### config.mk
export PLATFORM = sky130hd
export DESIGN_NAME = oeps_ctrl
export DESIGN_NICKNAME = d
export VERILOG_FILES = /design/src/hdl/oeps_pkg.sv /design/src/hdl/oeps_ctrl.sv
export SDC_FILE = /design/constraint.sdc
export NUM_CORES = 1
export LEC_CHECK = 0
export ABC_AREA = 0
export BUFFER_PORTS_ARGS = -buffer_cell sky130_fd_sc_hd__buf_2
export CAP_MARGIN = 20
export CELL_PAD_IN_SITES_DETAIL_PLACEMENT = 0
export CELL_PAD_IN_SITES_GLOBAL_PLACEMENT = 1
export CORE_MARGIN = 2
export CORE_UTILIZATION = 45
export CTS_CLUSTER_SIZE = 14
export DETAILED_ROUTE_END_ITERATION = 16
export GPL_TIMING_DRIVEN = 0
export PLACE_DENSITY_LB_ADDON = 0.1
export SLEW_MARGIN = 15
export SYNTH_ARGS = -nofsm -noshare
export SYNTH_HDL_FRONTEND = slang
export SYNTH_SLANG_ARGS = --single-unit
export TNS_END_PERCENT = 50
### constraint.sdc
create_clock -name clk_i -period 4.2 [get_ports clk_i]
set_input_delay 0.21 -clock clk_i [delete_from_list [all_inputs] [get_ports clk_i]]
set_output_delay 0.21 -clock clk_i [all_outputs]
set_load 0.005 [all_outputs]
### src/hdl/oeps_pkg.sv
// Package for the One Euro point smoother: field widths, fixed-point constants,
// datapath operation codes and the controller/datapath command and status types.
// No dependencies.
package oeps_pkg;

  localparam logic       CMD_FILTER = 1'b0;
  localparam logic       CMD_RESET  = 1'b1;

  localparam logic [1:0] CFG_MIN_CUTOFF = 2'd0;
  localparam logic [1:0] CFG_SPEED_GAIN = 2'd1;
  localparam logic [1:0] CFG_VEL_CUTOFF = 2'd2;

  localparam logic [23:0] CUTOFF_RESET = 24'h010000;
  localparam logic [23:0] GAIN_RESET   = 24'h000000;

  localparam logic [48:0] HALF_TURN_SCALE = 49'd10430378350;
  localparam logic [19:0] US_PER_S        = 20'd1000000;

  localparam int          CNT_W       = 6;
  localparam logic [5:0]  ALPHA_STEPS = 6'd16;
  localparam logic [5:0]  RAW_STEPS   = 6'd46;

  typedef enum logic [4:0] {
    OP_NONE,
    OP_CLEAR,
    OP_BYPASS,
    OP_READ,
    OP_VMUL,
    OP_DIV_ALPHA,
    OP_DIV_RAW,
    OP_DIV_STEP,
    OP_RMUL,
    OP_BMUL,
    OP_VUPD,
    OP_GMUL,
    OP_CUT,
    OP_PMUL,
    OP_PBMUL,
    OP_PBLEND,
    OP_WRITE,
    OP_EMIT
  } dp_op_e;

  typedef struct packed {
    dp_op_e op;
    logic   axis;
    logic   take;
  } dp_cmd_t;

  typedef struct packed {
    logic in_fire;
    logic is_reset;
    logic bypass;
    logic out_free;
  } dp_sts_t;

endpackage

### src/hdl/oeps_ctrl.sv
// Sequencer of the One Euro point smoother: steps the datapath through one point.
// Depends on oeps_pkg.
module oeps_ctrl (
  input  logic             clk_i,
  input  logic             rst_ni,
  input  oeps_pkg::dp_sts_t sts_i,
  output oeps_pkg::dp_cmd_t cmd_o
);
  import oeps_pkg::*;

  typedef enum logic [18:0] {
    ST_IDLE   = 19'h00001,
    ST_DECIDE = 19'h00002,
    ST_VMUL   = 19'h00004,
    ST_VDIVLD = 19'h00008,
    ST_VDIV   = 19'h00010,
    ST_RMUL   = 19'h00020,
    ST_RDIVLD = 19'h00040,
    ST_RDIV   = 19'h00080,
    ST_BMUL   = 19'h00100,
    ST_VUPD   = 19'h00200,
    ST_GMUL   = 19'h00400,
    ST_CUT    = 19'h00800,
    ST_PMUL   = 19'h01000,
    ST_PDIVLD = 19'h02000,
    ST_PDIV   = 19'h04000,
    ST_PBMUL  = 19'h08000,
    ST_PBLEND = 19'h10000,
    ST_WRITE  = 19'h20000,
    ST_EMIT   = 19'h40000
  } state_e;

  state_e           state_q, state_d;
  logic [CNT_W-1:0] cnt_q, cnt_d;
  logic             axis_q, axis_d;

  always_ff @(posedge clk_i or negedge rst_ni) begin
    if (!rst_ni) begin
      state_q <= ST_IDLE;
      cnt_q   <= '0;
      axis_q  <= 1'b0;
    end else begin
      state_q <= state_d;
      cnt_q   <= cnt_d;
      axis_q  <= axis_d;
    end
  end

  always_comb begin
    state_d     = state_q;
    cnt_d       = cnt_q;
    axis_d      = axis_q;
    cmd_o.op    = OP_NONE;
    cmd_o.take  = 1'b0;
    cmd_o.axis  = axis_q;
    case (state_q)
      ST_IDLE: begin
        cmd_o.take = 1'b1;
        if (sts_i.in_fire) state_d = ST_DECIDE;
      end
      ST_DECIDE: begin
        axis_d = 1'b0;
        if (sts_i.is_reset) begin
          cmd_o.op = OP_CLEAR;
          state_d  = ST_IDLE;
        end else if (sts_i.bypass) begin
          cmd_o.op = OP_BYPASS;
          state_d  = ST_EMIT;
        end else begin
          cmd_o.op = OP_READ;
          state_d  = ST_VMUL;
        end
      end
      ST_VMUL: begin
        cmd_o.op = OP_VMUL;
        state_d  = ST_VDIVLD;
      end
      ST_VDIVLD: begin
        cmd_o.op = OP_DIV_ALPHA;
        cnt_d    = ALPHA_STEPS - 6'd1;
        state_d  = ST_VDIV;
      end
      ST_VDIV: begin
        cmd_o.op = OP_DIV_STEP;
        cnt_d    = cnt_q - 6'd1;
        if (cnt_q == '0) state_d = ST_RMUL;
      end
      ST_RMUL: begin
        cmd_o.op = OP_RMUL;
        state_d  = ST_RDIVLD;
      end
      ST_RDIVLD: begin
        cmd_o.op = OP_DIV_RAW;
        cnt_d    = RAW_STEPS - 6'd1;
        state_d  = ST_RDIV;
      end
      ST_RDIV: begin
        cmd_o.op = OP_DIV_STEP;
        cnt_d    = cnt_q - 6'd1;
        if (cnt_q == '0) state_d = ST_BMUL;
      end
      ST_BMUL: begin
        cmd_o.op = OP_BMUL;
        state_d  = ST_VUPD;
      end
      ST_VUPD: begin
        cmd_o.op = OP_VUPD;
        state_d  = ST_GMUL;
      end
      ST_GMUL: begin
        cmd_o.op = OP_GMUL;
        state_d  = ST_CUT;
      end
      ST_CUT: begin
        cmd_o.op = OP_CUT;
        state_d  = ST_PMUL;
      end
      ST_PMUL: begin
        cmd_o.op = OP_PMUL;
        state_d  = ST_PDIVLD;
      end
      ST_PDIVLD: begin
        cmd_o.op = OP_DIV_ALPHA;
        cnt_d    = ALPHA_STEPS - 6'd1;
        state_d  = ST_PDIV;
      end
      ST_PDIV: begin
        cmd_o.op = OP_DIV_STEP;
        cnt_d    = cnt_q - 6'd1;
        if (cnt_q == '0) state_d = ST_PBMUL;
      end
      ST_PBMUL: begin
        cmd_o.op = OP_PBMUL;
        state_d  = ST_PBLEND;
      end
      ST_PBLEND: begin
        cmd_o.op = OP_PBLEND;
        if (axis_q) begin
          state_d = ST_WRITE;
        end else begin
          axis_d  = 1'b1;
          state_d = ST_RMUL;
        end
      end
      ST_WRITE: begin
        cmd_o.op = OP_WRITE;
        state_d  = ST_EMIT;
      end
      ST_EMIT: begin
        if (sts_i.out_free) begin
          cmd_o.op = OP_EMIT;
          state_d  = ST_IDLE;
        end
      end
      default: begin
        state_d = ST_IDLE;
      end
    endcase
  end
endmodule

# Word-level counts from Yosys, hierarchy flattened
# Index checks and enable logic that the tools add are counted.
# totals
reg_bits	26
latch_bits	0
mem_bits_rw	0
mem_bits_ro	0
input_bits	6
output_inout_bits	7
elab_cells	50
mem_count	0
# classes
n_addsub	1
mul	0
n_div	0
order_cmp	0
n_eq_ne	24
n_shift	0
mux	16
bitwise_logic	0
n_reduce_logical	6
# ops
op	n
19-bit case mux with 19 select lines	1
19-bit 2-to-1 mux	7
5-bit case mux with 15 select lines	1
19-bit by 1-bit == test with 1-bit output, second input constant	1
19-bit by 10-bit == test with 1-bit output, second input constant	1
19-bit by 11-bit == test with 1-bit output, second input constant	1
19-bit by 12-bit == test with 1-bit output, second input constant	1
19-bit by 13-bit == test with 1-bit output, second input constant	1
19-bit by 14-bit == test with 1-bit output, second input constant	1
19-bit by 15-bit == test with 1-bit output, second input constant	1
19-bit by 16-bit == test with 1-bit output, second input constant	1
19-bit by 17-bit == test with 1-bit output, second input constant	1
19-bit by 18-bit == test with 1-bit output, second input constant	1
19-bit == test, second input constant	1
19-bit by 2-bit == test with 1-bit output, second input constant	1
19-bit by 3-bit == test with 1-bit output, second input constant	1
19-bit by 4-bit == test with 1-bit output, second input constant	1
19-bit by 5-bit == test with 1-bit output, second input constant	1
19-bit by 6-bit == test with 1-bit output, second input constant	1
19-bit by 7-bit == test with 1-bit output, second input constant	1
19-bit by 8-bit == test with 1-bit output, second input constant	1
19-bit by 9-bit == test with 1-bit output, second input constant	1
18-bit 2-to-1 mux	1
6-bit case mux with 3 select lines	1
other kinds (12)	17

# Longest topological paths before layout
# depth
ltp_word	3
ltp_mapped	8
ltp_nobuf	7

# Worst setup path after synthesis
# Ideal clock, no wire load.
# synth_timing
path_type	register -> output
startpoint	reg state_q[9]
endpoint	out cmd_o[3] (netlist bit)
t_arrival_ns	1.789
t_required_ns	3.990
setup_slack_ns	2.201
path_stages_with_launch	7
path_buffers	0
path_cell_list	dfrtp_1 > or4_4 > nor4_4 > nand4b_1 > nor2_1 > nor4_1 > nand2_1
# synth_rtl
element	line	rtl
start: declaration	oeps_ctrl.sv:33	state_e state_q, state_d;
start signal: assignment	oeps_ctrl.sv:43	state_q <= state_d;
end: declaration	oeps_ctrl.sv:7	output oeps_pkg::dp_cmd_t cmd_o

==> impl_metrics.json <==
{
  "dp_hpwl_um": 3210,
  "synth_area_sq_um": 1680,
  "grt_pass1_wl_um": 7020,
  "avgRoutedWirePerCell_um": 16.7,
  "std_cell_rows": 22,
  "finClkSkew_ns": 0.00237,
  "top_level_ports": 13,
  "start_util_pct": 46.2,
  "io_buffers": 12,
  "seq_area_frac_synth_pct": 38.8,
  "die_x_um": 65.1,
  "ys_seq_elements": 26,
  "status": "completed",
  "finalSetupViolCount": 0,
  "instances_no_fill": 245,
  "slowest_stage": "or4_4",
  "postCtsHoldBufs": 1,
  "start_kind": "flop",
  "final.setup.tns_ns": 0,
  "synth-edff-count": 0,
  "grt_usage_pct": 21.8,
  "drv_slew": 0,
  "rsz0062_at_grt": "no",
  "path_cells": "or4_4, nor4_4, nand4b_1, nor2_1, nor4_1, nand2_1, buf_2",
  "syn_inst": 180,
  "die_area_sq_um": 4240,
  "critPathKind": "flop to output port",
  "cts_setup_buffers": 0,
  "n_antenna_cell": 0,
  "cts_resized": 0,
  "vias": 1442,
  "drc": 0,
  "fmax_ghz": 0.372,
  "synth_cell_types": 51,
  "hp-class": "primary input to flop",
  "cts_root_buffer": "clkbuf_8",
  "cts_buffer_depth": 2,
  "final_nets": 206,
  "coreArea_sq_um": 3630,
  "holdPathStages": 2,
  "antenna_found_initial": 0,
  "peakVddDrop_mv": 0.260,
  "r2r_slack_ns": 1.94,
  "area_growth_pct": 10.4,
  "critical_path_arrival_ns": 2.48,
  "max_stage_delay_ns": 0.61,
  "worst_setup_path_end_kind": "output port",
  "postPlaceCellArea_sq_um": 1800,
  "crit_fanout": 6,
  "viasPerCell": 5.89,
  "placed_cells": 240,
  "drt_iter0_markers": 79,
  "drive_above_1_share_pct": 20.8,
  "path_clk_slew_ns": 0.09,
  "syn-mean-instance-area_sq_um": 9.34,
  "finalHoldViolCount": 0,
  "overflow": 0,
  "p_leak_nw": 0.874,
  "cts_buffers": 3,
  "ys.flop_type": "dfrtp_1",
  "whs_endpoint": "state_q[2]",
  "cts_tree": "built",
  "cp-startpoint": "state_q[9]",
  "slew_headroom_pct": 48.9,
  "nFillCells": 373,
  "r2r_cells": 6,
  "gp_congestion": 0.895,
  "cp_top_family": "simple AND/OR/NAND/NOR gates",
  "synth_commonest_cells": "dfrtp_1 (25), nand2_1 (17), nor2_1 (15)",
  "worst-path-buf-inv": 1,
  "numClockSinks": 26,
  "worstPathRequired_ns": 3.99,
  "maxCapViolCount": 0,
  "syn_nets": 188,
  "worstHoldStart": "sts_i[2]",
  "totalWireLength_um": 4090,
  "reg2reg_to": "cnt_q[1]",
  "grt_start_max_net_pins": 27,
  "p_per_area_nw_per_um2": 444,
  "yosys-top-cells-area": "dfrtp_1 (37%), nor3_1 (4.2%), nand2_1 (3.8%), nor2_1 (3.4%), nor4_2 (3.0%)",
  "chipHeight_um": 65.1,
  "min_period_ns": 2.69,
  "synth_most_common_cell": "dfrtp_1",
  "clk_latency_ns": 0.27,
  "crit-reg2reg-launch": "state_q[2]",
  "antenna_left": 0,
  "synth_top_area_share_pct": 37.2,
  "synth.largest_area_cell": "dfrtp_1",
  "firstDrtPassIters": 4,
  "finalCritPeriodShare_pct": 63.9,
  "fin_area_sq_um": 1860,
  "grt_pass1_vias": 1473,
  "htreeDepth": 1,
  "synthArstFlopShare_pct": 100,
  "yosysWarnings": 0,
  "worst_pin_slew_ns": 0.765
}
[placed cells by master (no fill, tap or decap), types with 3 or more instances in the layout]
| cell type | synthesis | routed |
|---|---|---|
| dfrtp_1 | 25 | 25 |
| o22ai_1 | 4 | 4 |
| and4_1 | 5 | 5 |
| nand2b_1 | 5 | 5 |
| nor3_1 | 14 | 14 |
| nor4b_1 | 3 | 3 |
| nor4_1 | 5 | 5 |
| nor4_2 | 4 | 4 |
| clkbuf_8 | 0 | 3 |
| a21oi_1 | 6 | 6 |
| inv_1 | 8 | 8 |
| xnor2_1 | 3 | 3 |
| buf_2 | 4 | 16 |
| nand2_1 | 17 | 17 |
| and2_1 | 3 | 3 |
| or4_1 | 3 | 3 |
| nor2_1 | 15 | 15 |
| nand4_1 | 5 | 5 |
| or3_1 | 3 | 3 |
[power by group]
part           switching [W]  internal (W)
sequential         0.0000366      0.000285
combinational       0.000202      0.000150
clock              0.0000829     0.0000681
[per-stage QoR]
| step | setup WS [ns] | hold WS, ns | total power (W) | util (%) |
|---|---|---|---|---|
| after floorplan | 2.20 | -0.0856 | 0.000587 | - |
| after global placement | 1.84 | 0.243 | 0.000666 | 49.6 |
| after detailed placement | 1.83 | 0.257 | 0.000677 | 49.6 |
| after CTS | 1.51 | 0.111 | 0.000828 | 51.1 |
| after global routing | 1.37 | 0.107 | 0.000892 | 51.1 |
| final | 1.51 | 0.109 | 0.000824 | 51.1 |
[area by class of cell]
| class | count | area (sq um) | area share [%] |
|---|---|---|---|
| clock buffer | 4 | 45.0 | 2.43 |
| sequential | 26 | 652 | 35.1 |
| timing repair buffer | 13 | 70.1 | 3.78 |
| tap | 48 | 60.1 | 3.24 |
| buffer | 6 | 35.0 | 1.89 |
| inverter | 8 | 30.0 | 1.62 |
| multi-input combinational | 140 | 963 | 51.9 |
[logic make-up (layout without fill, tap and decap cells)]
family	Yosys count	in the layout	share of synthesized area, %
AOI/OAI and AO/OA	29	29	13.0
xor gates and xnor gates	5	5	2.61
adders and majority gates	2	2	1.49
buffers and inverters	14	31	3.87
DFF	26	26	38.8
and+or+nand+nor	104	104	40.2
[state kept, by name (all words and copies together), names as in the netlist]
name,count
axis_q,1
cnt_q,6
state_q,19
[worst max path at each step]
stage	to	slack [ns]	cells past startpoint
2_1_floorplan	cmd_o[3]	2.20	6
3_3_place_gp	cmd_o[2]	1.84	6
3_5_place_dp	cmd_o[3]	1.83	7
4_1_cts	cmd_o[2]	1.51	6
5_1_grt	cmd_o[3]	1.37	7
6_report	cmd_o[3]	1.51	7
[layer usage]
layer	up-vias	part of all wire (%)	GRT usage, %
met1	710	49	30.5
met3	4	2.3	3.94
met2	18	48	35.8
li1	710	-	-
met4	0	0.71	4.43
met5	-	0	0
(Power assumes the default switching activity.)
